$ cat src/sv/bilinear_image_resampler_assert.svh
// Assertion macros for the resampler top module. Each macro samples on
// clk_i and is disabled while rst_ni is low.
`ifndef BILINEAR_IMAGE_RESAMPLER_ASSERT_SVH
`define BILINEAR_IMAGE_RESAMPLER_ASSERT_SVH

// The condition holds at every clock edge.
`define BIR_ASSERT_ALWAYS(lbl, cond, msg) \
  lbl: assert property (@(posedge clk_i) disable iff (!rst_ni) (cond)) else $error(msg);

// The consequent holds in the same cycle as the antecedent.
`define BIR_ASSERT_IMP(lbl, ante, cons, msg) \
  lbl: assert property (@(posedge clk_i) disable iff (!rst_ni) (ante) |-> (cons)) \
    else $error(msg);

// The consequent holds in the cycle after the antecedent.
`define BIR_ASSERT_NEXT(lbl, ante, cons, msg) \
  lbl: assert property (@(posedge clk_i) disable iff (!rst_ni) (ante) |=> (cons)) \
    else $error(msg);

`endif

$ cat src/sv/bir_pkg.sv
`timescale 1ns / 1ps

package bir_pkg;

  localparam int unsigned PIX_W     = 16;
  localparam int unsigned FRAC_W    = 16;
  localparam int unsigned UNIT_W    = FRAC_W + 1;
  localparam int unsigned WGT_W     = UNIT_W + 1;
  localparam int unsigned STEP_W    = 25;
  localparam int unsigned DIM_W     = 9;
  localparam int unsigned DIMX_W    = 13;
  localparam int unsigned SRC_W     = 8;
  localparam int unsigned DST_W     = 12;
  localparam int unsigned BIAS_W    = 39;
  localparam int unsigned POS_W     = BIAS_W - UNIT_W;
  localparam int unsigned COLP_W    = UNIT_W + PIX_W;
  localparam int unsigned SUM_W     = 2 * UNIT_W + PIX_W;
  localparam int unsigned NUM_BANKS = 4;

  localparam int unsigned IN_TDATA_W  = 56;
  localparam int unsigned OUT_TDATA_W = 40;

  localparam int unsigned OFIFO_DEPTH = 8;
  localparam int unsigned OF_PTR_W    = $clog2(OFIFO_DEPTH);
  localparam int unsigned OF_CNT_W    = $clog2(OFIFO_DEPTH + 1);

  localparam logic [DIM_W-1:0]  RST_DIM  = DIM_W'(256);
  localparam logic [STEP_W-1:0] RST_STEP = STEP_W'(65536);
  localparam logic [WGT_W-1:0]  UNIT_WGT = WGT_W'(1) << UNIT_W;

  typedef enum logic {
    CMD_LOAD  = 1'b0,
    CMD_QUERY = 1'b1
  } cmd_e;

  typedef enum logic [1:0] {
    REG_SRC_ROWS = 2'd0,
    REG_SRC_COLS = 2'd1,
    REG_ROW_STEP = 2'd2,
    REG_COL_STEP = 2'd3
  } cfg_reg_e;

  // Per-query neighbor data, neighbor k = {row offset, column offset}.
  typedef struct packed {
    logic              hr0;
    logic              hc0;
    logic [3:0]        nv;
    logic [UNIT_W-1:0] wr;
    logic [UNIT_W-1:0] wc;
    logic [DST_W-1:0]  row;
    logic [DST_W-1:0]  col;
  } nb_pay_t;

  typedef struct packed {
    logic    vld;
    nb_pay_t pay;
  } nb_t;

  typedef struct packed {
    logic [DST_W-1:0] col;
    logic [DST_W-1:0] row;
    logic [PIX_W-1:0] pixel;
  } res_t;

endpackage

$ cat src/sv/bir_locate.sv
`timescale 1ns / 1ps

module bir_locate #(
  parameter int unsigned MAX_ROWS = 256,
  parameter int unsigned MAX_COLS = 256,
  localparam int unsigned HALF_ROWS  = (MAX_ROWS + 1) / 2,
  localparam int unsigned HALF_COLS  = (MAX_COLS + 1) / 2,
  localparam int unsigned BANK_DEPTH = HALF_ROWS * HALF_COLS,
  localparam int unsigned BA_W = (BANK_DEPTH > 1) ? $clog2(BANK_DEPTH) : 1
) (
  input  logic                        clk_i,
  input  logic                        rst_ni,
  input  logic                        in_vld_i,
  input  bir_pkg::cmd_e               cmd_i,
  input  logic [bir_pkg::SRC_W-1:0]   src_row_i,
  input  logic [bir_pkg::SRC_W-1:0]   src_col_i,
  input  logic [bir_pkg::PIX_W-1:0]   pixel_i,
  input  logic [bir_pkg::DST_W-1:0]   dst_row_i,
  input  logic [bir_pkg::DST_W-1:0]   dst_col_i,
  input  logic [bir_pkg::STEP_W-1:0]  row_step_i,
  input  logic [bir_pkg::STEP_W-1:0]  col_step_i,
  input  logic [bir_pkg::DIMX_W-1:0]  n_rows_i,
  input  logic [bir_pkg::DIMX_W-1:0]  n_cols_i,
  output logic                        rd_en_o,
  output logic [3:0][BA_W-1:0]        rd_addr_o,
  output logic [3:0]                  wr_en_o,
  output logic [BA_W-1:0]             wr_addr_o,
  output logic [bir_pkg::PIX_W-1:0]   wr_data_o,
  output bir_pkg::nb_t                nb_o
);
  import bir_pkg::*;

  localparam int unsigned HRW  = (HALF_ROWS > 1) ? $clog2(HALF_ROWS) : 1;
  localparam int unsigned HCW  = (HALF_COLS > 1) ? $clog2(HALF_COLS) : 1;
  localparam int unsigned AC_W = HRW + HCW + 1;

  typedef struct packed {
    cmd_e              cmd;
    logic [SRC_W-1:0]  src_row;
    logic [SRC_W-1:0]  src_col;
    logic [PIX_W-1:0]  pixel;
    logic [DST_W-1:0]  dst_row;
    logic [DST_W-1:0]  dst_col;
    logic [BIAS_W-1:0] bias_r;
    logic [BIAS_W-1:0] bias_c;
  } stage_a_t;

  function automatic logic [BA_W-1:0] bank_addr(input logic [HRW-1:0] rh,
                                                input logic [HCW-1:0] ch);
    return BA_W'(AC_W'(rh) * AC_W'(HALF_COLS) + AC_W'(ch));
  endfunction

  logic     a_vld_q;
  stage_a_t a_q, a_d;

  logic [POS_W-1:0] hr, hc, hr_half, hc_half;
  logic [HRW-1:0]   rh_even, rh_odd, rh_wr;
  logic [HCW-1:0]   ch_even, ch_odd, ch_wr;
  logic             rv0, rv1, cv0, cv1, wr_in_range;
  logic             nb_vld_q;
  nb_pay_t          nb_pay_q, nb_pay_d;

  // Position times two plus one unit: (2*idx+1)*step + 2^FRAC_W.
  always_comb begin
    a_d.cmd     = cmd_i;
    a_d.src_row = src_row_i;
    a_d.src_col = src_col_i;
    a_d.pixel   = pixel_i;
    a_d.dst_row = dst_row_i;
    a_d.dst_col = dst_col_i;
    a_d.bias_r  = BIAS_W'({dst_row_i, 1'b1}) * BIAS_W'(row_step_i)
                  + (BIAS_W'(1) << FRAC_W);
    a_d.bias_c  = BIAS_W'({dst_col_i, 1'b1}) * BIAS_W'(col_step_i)
                  + (BIAS_W'(1) << FRAC_W);
  end

  always_ff @(posedge clk_i or negedge rst_ni) begin
    if (!rst_ni) begin
      a_vld_q <= 1'b0;
    end else begin
      a_vld_q <= in_vld_i;
    end
  end

  always_ff @(posedge clk_i) begin
    if (in_vld_i) begin
      a_q <= a_d;
    end
  end

  // hr is the upper neighbor row; the lower one is hr-1. Of the two rows,
  // the even one sits at half-index hr>>1 in its bank, and the odd one at
  // hr>>1 or one less.
  always_comb begin
    hr      = a_q.bias_r[BIAS_W-1:UNIT_W];
    hc      = a_q.bias_c[BIAS_W-1:UNIT_W];
    hr_half = hr >> 1;
    hc_half = hc >> 1;
    rh_even = HRW'(hr_half);
    rh_odd  = HRW'(hr[0] ? hr_half : hr_half - POS_W'(1));
    ch_even = HCW'(hc_half);
    ch_odd  = HCW'(hc[0] ? hc_half : hc_half - POS_W'(1));

    rv0 = (hr != '0) && (hr <= POS_W'(n_rows_i));
    rv1 = hr < POS_W'(n_rows_i);
    cv0 = (hc != '0) && (hc <= POS_W'(n_cols_i));
    cv1 = hc < POS_W'(n_cols_i);

    rd_en_o      = a_vld_q && (a_q.cmd == CMD_QUERY);
    rd_addr_o[0] = bank_addr(rh_even, ch_even);
    rd_addr_o[1] = bank_addr(rh_even, ch_odd);
    rd_addr_o[2] = bank_addr(rh_odd, ch_even);
    rd_addr_o[3] = bank_addr(rh_odd, ch_odd);

    rh_wr       = HRW'(a_q.src_row >> 1);
    ch_wr       = HCW'(a_q.src_col >> 1);
    wr_in_range = (DIMX_W'(a_q.src_row) < DIMX_W'(MAX_ROWS))
                  && (DIMX_W'(a_q.src_col) < DIMX_W'(MAX_COLS));
    wr_addr_o   = bank_addr(rh_wr, ch_wr);
    wr_data_o   = a_q.pixel;
    wr_en_o     = (a_vld_q && (a_q.cmd == CMD_LOAD) && wr_in_range)
                  ? (4'b0001 << {a_q.src_row[0], a_q.src_col[0]}) : 4'b0000;

    nb_pay_d.hr0 = hr[0];
    nb_pay_d.hc0 = hc[0];
    nb_pay_d.nv  = {rv1 & cv1, rv1 & cv0, rv0 & cv1, rv0 & cv0};
    nb_pay_d.wr  = a_q.bias_r[UNIT_W-1:0];
    nb_pay_d.wc  = a_q.bias_c[UNIT_W-1:0];
    nb_pay_d.row = a_q.dst_row;
    nb_pay_d.col = a_q.dst_col;
  end

  always_ff @(posedge clk_i or negedge rst_ni) begin
    if (!rst_ni) begin
      nb_vld_q <= 1'b0;
    end else begin
      nb_vld_q <= rd_en_o;
    end
  end

  always_ff @(posedge clk_i) begin
    if (rd_en_o) begin
      nb_pay_q <= nb_pay_d;
    end
  end

  always_comb begin
    nb_o.vld = nb_vld_q;
    nb_o.pay = nb_pay_q;
  end

endmodule

$ cat config.mk
export PLATFORM = sky130hd
export DESIGN_NAME = bir_locate
export DESIGN_NICKNAME = d
export VERILOG_FILES = /design/src/sv/bilinear_image_resampler_assert.svh /design/src/sv/bir_pkg.sv /design/src/sv/bir_locate.sv
export SDC_FILE = /design/constraint.sdc
export NUM_CORES = 2
export LEC_CHECK = 0
export BUFFER_PORTS_ARGS = -buffer_cell sky130_fd_sc_hd__buf_2
export CAP_MARGIN = 15
export CORE_UTILIZATION = 33
export DETAILED_ROUTE_END_ITERATION = 7
export GPL_ROUTABILITY_DRIVEN = 0
export SLEW_MARGIN = 25
export SYNTH_ARGS = -nofsm -noshare
export SYNTH_HDL_FRONTEND = slang
export SYNTH_SLANG_ARGS = --single-unit
$ cat constraint.sdc
create_clock -name clk_i -period 2.4 [get_ports clk_i]
set_input_delay 0.48 -clock clk_i [delete_from_list [all_inputs] [get_ports clk_i]]
set_output_delay 0.48 -clock clk_i [all_outputs]
set_load 0.005 [all_outputs]
### Word level (Yosys, flattened, before mapping)

Index checks and enable logic that the tools add are counted.

* register bits: 201
* bits of input ports: 136
* word-level logic and storage cells: 47

* $add $sub $neg: 9
* multiply operators: 2
* magnitude comparators: 4
* shift operators: 1
* muxes and demuxes: 3
* bitwise operators: 5
* reductions and logical operators: 6

Operators by type and width (count)
* $add 38x17->39 const B: 2
* $mul 13x25->38: 2
* $add 14x7->14: 5
* $le 22x13->1: 2
* $lt 22x13->1: 2
* $reduce_bool 22->1: 2
* $mux 7: 2
* $sub 7x1->7 const B: 2
* $and 1x1->1: 4
* $logic_and 1x1->1: 4
* $mux 4: 1
* $shl 1x2->4 const A: 1
* $not 1->1: 1

### Longest topological paths before layout

* depth after elaboration: 3
* gate-level depth with buffers: 23
* depth with buffers taken out: 22

### Worst setup path before layout

No wires, ideal clock.

* kind: input -> register
* start point: input port dst_row_i[5] (netlist name)
* end point: register a_q[72] (netlist name) (data pin)
* data arrival time: 5.789 ns
* slack: -3.652 ns
* cell stages on the path: 20
* buffers on the path: 3
* cell sequence: clkbuf_1 -> clkbuf_1 -> nand2_1 -> fa_1 -> fa_1 -> inv_1 -> fa_1 -> fa_1 -> fa_1 -> fa_1 -> ha_1 -> buf_2 -> a21o_1 -> a21o_1 -> a221oi_1 -> o31ai_1 -> a21oi_2 -> o21ai_1 -> a311oi_1 -> xnor2_1

RTL lines
* from (decl): RTL line bir_locate.sv:18 `input logic [bir_pkg::DST_W-1:0] dst_row_i,`
* to (signal assigned): RTL line bir_locate.sv:87 `a_q <= a_d;`
* to (decl): RTL line bir_locate.sv:54 `stage_a_t a_q, a_d;`

==> impl_metrics.py <==
metrics = {
    "worst_setup_path": {
        "crit_required_ns": 2.72,
        "cp-end-kind": "flip-flop",
        "worstPathMaxFanout": 8,
        "timing.setup.critical_path_class": "input pin to flip-flop",
        "sort_of_element_at_the_start_of_the_critical_path": "input pin",
        "crit_arrival_ns": 5.58,
    },
    "route": {
        "dr_total_vias": 21000,
        "drt-total-wl_um": 73200,
        "drt-wirelength-per-cell_um": 16.1,
        "via_per_inst": 4.62,
        "dr.first_iter.drc_count": 905,
        "drt-pass1-iter-count": 5,
        "post_route_ant_nets": 0,
        "drc_errors": 0,
    },
    "synthesis": {
        "syn-num-nets": 3650,
        "postSynthAreaPerCell_um2": 10.4,
        "synth_compound_area_share_pct": 5.52,
        "post_synth_mux_area_share_pct": 0.145,
        "synth_xor_xnor_area_share_pct": 2.19,
        "area_fraction_in_and_or_nand_and_nor_cells_after_synthesis_pct": 13.4,
        "netlist_area_mm2": 0.0284,
        "post_synth_num_cell_types": 65,
        "share_of_the_yosys_chip_area_belonging_to_registers_pct": 21.2,
        "synthesis.instances": 2738,
        "synth.ff_latch_count": 201,
        "synth_top_family_by_area": "adder cells",
        "synth_adder_area_share_pct": 47.6,
        "synth-async-reset-ratio_pct": 0.995,
        "synth_ff_type": "edfxtp_1",
        "synth-edff-count": 199,
        "synth_warnings": 0,
    },
    "placement": {
        "dp_wirelength_um": 58700,
        "buffer_ports.inserted": 291,
    },
    "run_status": {
        "failing_checks": "setup timing",
        "run_status": "complete, but fails checks",
    },
    "global_routing": {
        "grt.total_usage_pct": 17.0,
        "maximum_number_of_pins_on_one_net_before_global_route_repair": 44,
        "antenna_found_initial": 5,
        "grt_first_pass_wirelength_um": 116000,
        "grt_pass1_vias": 22000,
        "globalRouteOverflowTotal": 0,
    },
    "cells_and_area": {
        "final_layout_size_suffix_gt1_share_pct": 37.1,
        "most_frequent_cells_in_the_layout": "fa_1 (464), inv_1 (448), buf_4 (410)",
        "final_util_pct": 45.6,
        "num-nets-final": 4301,
        "area_growth_syn_to_layout_pct": 36.6,
        "commonest_non_fill_non_tap_cell_in_the_layout": "fa_1",
        "filler_cells_inserted": 7855,
    },
    "timing": {
        "timing.clock.skew_ns": 0.0119,
        "finalSetupTns_ns": -157.79,
        "slew_viol_final": 0,
        "maxClockFrequency_ghz": 0.190,
        "worst_pin_slew_ns": 0.555,
        "finalSetupViolCount": 82,
        "fin_crit_ns": 5.25,
        "setup_repair_after_global_routing_missed_its_margin": "yes",
        "report.final.hold_viol_count": 0,
        "setup_slack_of_the_critical_path_after_layout_ns": -2.85,
        "timing.slew.headroom_pct": 63.0,
        "finalCritPeriodShare_pct": 219,
    },
    "die": {
        "die_width_um": 295,
        "design.core.area_mm2": 0.0851,
        "placementRows": 107,
        "die_h_um": 295,
        "floorplan.initialDensity_pct": 33.3,
        "boundaryPins": 292,
        "dieArea_mm2": 0.0872,
    },
    "clocking": {
        "root_buffer": "clkbuf_16",
        "cts_max_level": 1,
        "clk_transition_reported_paths_ns": 0.07,
        "tritoncts_sink_count": 201,
        "cts_tree": "built",
        "cts_max_path_buffers": 3,
        "cts_inserted_buffers": 27,
        "clock_insertion_delay_worst_skew_ns": 0.58,
    },
    "flow_run": {
        "max_cap_violations": 0,
    },
    "hold_path": {
        "hold_class": "input pin to flip-flop",
    },
}
==> synth_stat cells, drive strengths merged, types with 6 or more instances <==
master / count / share of area, %
fa: 508 / 36
inv: 492 / 6.5
nand2: 382 / 5.1
ha: 268 / 12
and2: 264 / 5.8
edfxtp: 199 / 21
clkbuf: 110 / 1.5
a21oi: 86 / 1.5
buf: 74 / 1.9
xnor2: 49 / 1.5
a21o: 40 / 1.1
nor2: 40 / 0.53
o21ai: 35 / 0.66
xor2: 22 / 0.68
nor3: 16 / 0.28
nand3: 13 / 0.23
o21bai: 12 / 0.32
nand4: 11 / 0.24
nor2b: 10 / 0.22
nor4: 10 / 0.22
o211ai: 10 / 0.30
a211oi: 8 / 0.23
nand2b: 7 / 0.15
and3: 6 / 0.13
o21a: 6 / 0.16
==> worst paths after layout <==
| check | from | to | slack [ns] | cells after the start |
|---|---|---|---|---|
| max | row_step_i[11] | a_q[75]$_DFFE_PP_ | -2.85 | 19 |
| min | src_col_i[7] | a_q[125]$_DFFE_PP_ | 0.07 | 1 |
| max reg2reg | a_q[20]$_DFFE_PP_ | nb_o[60]$_DFFE_PP_ | 0.08 | 11 |
| min reg2reg | a_q[10]$_DFFE_PP_ | nb_o[34]$_DFFE_PP_ | 0.41 | 0 |
| max in group asynchronous | rst_ni | a_vld_q$_DFF_PN0_ | 2.07 | 2 |
| min in group asynchronous | rst_ni | nb_vld_q$_DFF_PN0_ | 0.23 | 2 |
==> registers in the layout (all words and copies together), names as in the netlist <==
register   cells
nb_o          64
wr_data_o     16
a_vld_q        1
a_q          119
nb_vld_q       1
==> critical path, cell delays in order <==
cell and delay [ns]:
buf_4 0.16, and2_4 0.17, fa_1 0.49, inv_1 0.05, fa_1 0.49, inv_1 0.06
fa_1 0.50, fa_1 0.59, fa_1 0.46, ha_4 0.24, ha_4 0.28, o211ai_1 0.10
nor2_2 0.17, a41oi_4 0.19, o311ai_4 0.34, a31oi_4 0.17, o21ai_4 0.22, o41ai_2 0.08
a311o_1 0.32
==> cell families (layout without fill, tap and decap cells) <==
family / count (synthesis) / count (layout)
simple gates: 776 / 776
compound gates: 234 / 234
buf+inv: 676 / 1347
xor+xnor: 71 / 71
mux: 4 / 4
fa+ha+maj: 776 / 776
other cells: 0 / 1
flops: 201 / 201
==> routing by layer <==
layer  GRT usage (%)  part of all wire, %
met1            23.7                   45
met5               0                0.068
met4            3.60                  1.8
met3            2.29                  5.2
met2            28.3                   48
==> stage by stage <==
stage / hold slack, ns / instances / cell area (um2) / setup slack [ns]
2_1_floorplan: 0.184 / 2738 / 30000 / -3.28
3_3_place_gp: 0.274 / 4415 / 34500 / -3.62
3_5_place_dp: 0.275 / 4415 / 34500 / -3.71
4_1_cts: 0.0350 / 4522 / 37700 / -2.87
5_1_grt: 0.0460 / 4553 / 38800 / -2.96
6_report: 0.0739 / 4554 / 38800 / -2.85
==> final cells by class <==
type | instances | area [um2] | share of cell area, %
inverter | 492 | 1850 | 4.77
clock buffer | 27 | 676 | 1.74
tap | 1144 | 1430 | 3.69
sequential | 201 | 6030 | 15.5
antenna | 1 | 2.50 | 0.00645
clock inverter | 22 | 240 | 0.619
timing repair buffer | 806 | 6520 | 16.8
multi-input combinational | 1861 | 22100 | 56.8
==> what timing repair did <==
item                                   4_1_cts  5_1_grt
pin swaps                                  183      124
hold buffers                                 1        0
gates cloned                                 7        3
setup endpoints to repair                   94       98
resized for setup                          368      203
endpoints found under the hold margin        2        0
buffers inserted                            58       38
Power is not shown: default switching activity piles up to over one toggle a cycle in this logic, so the estimate is an artifact.
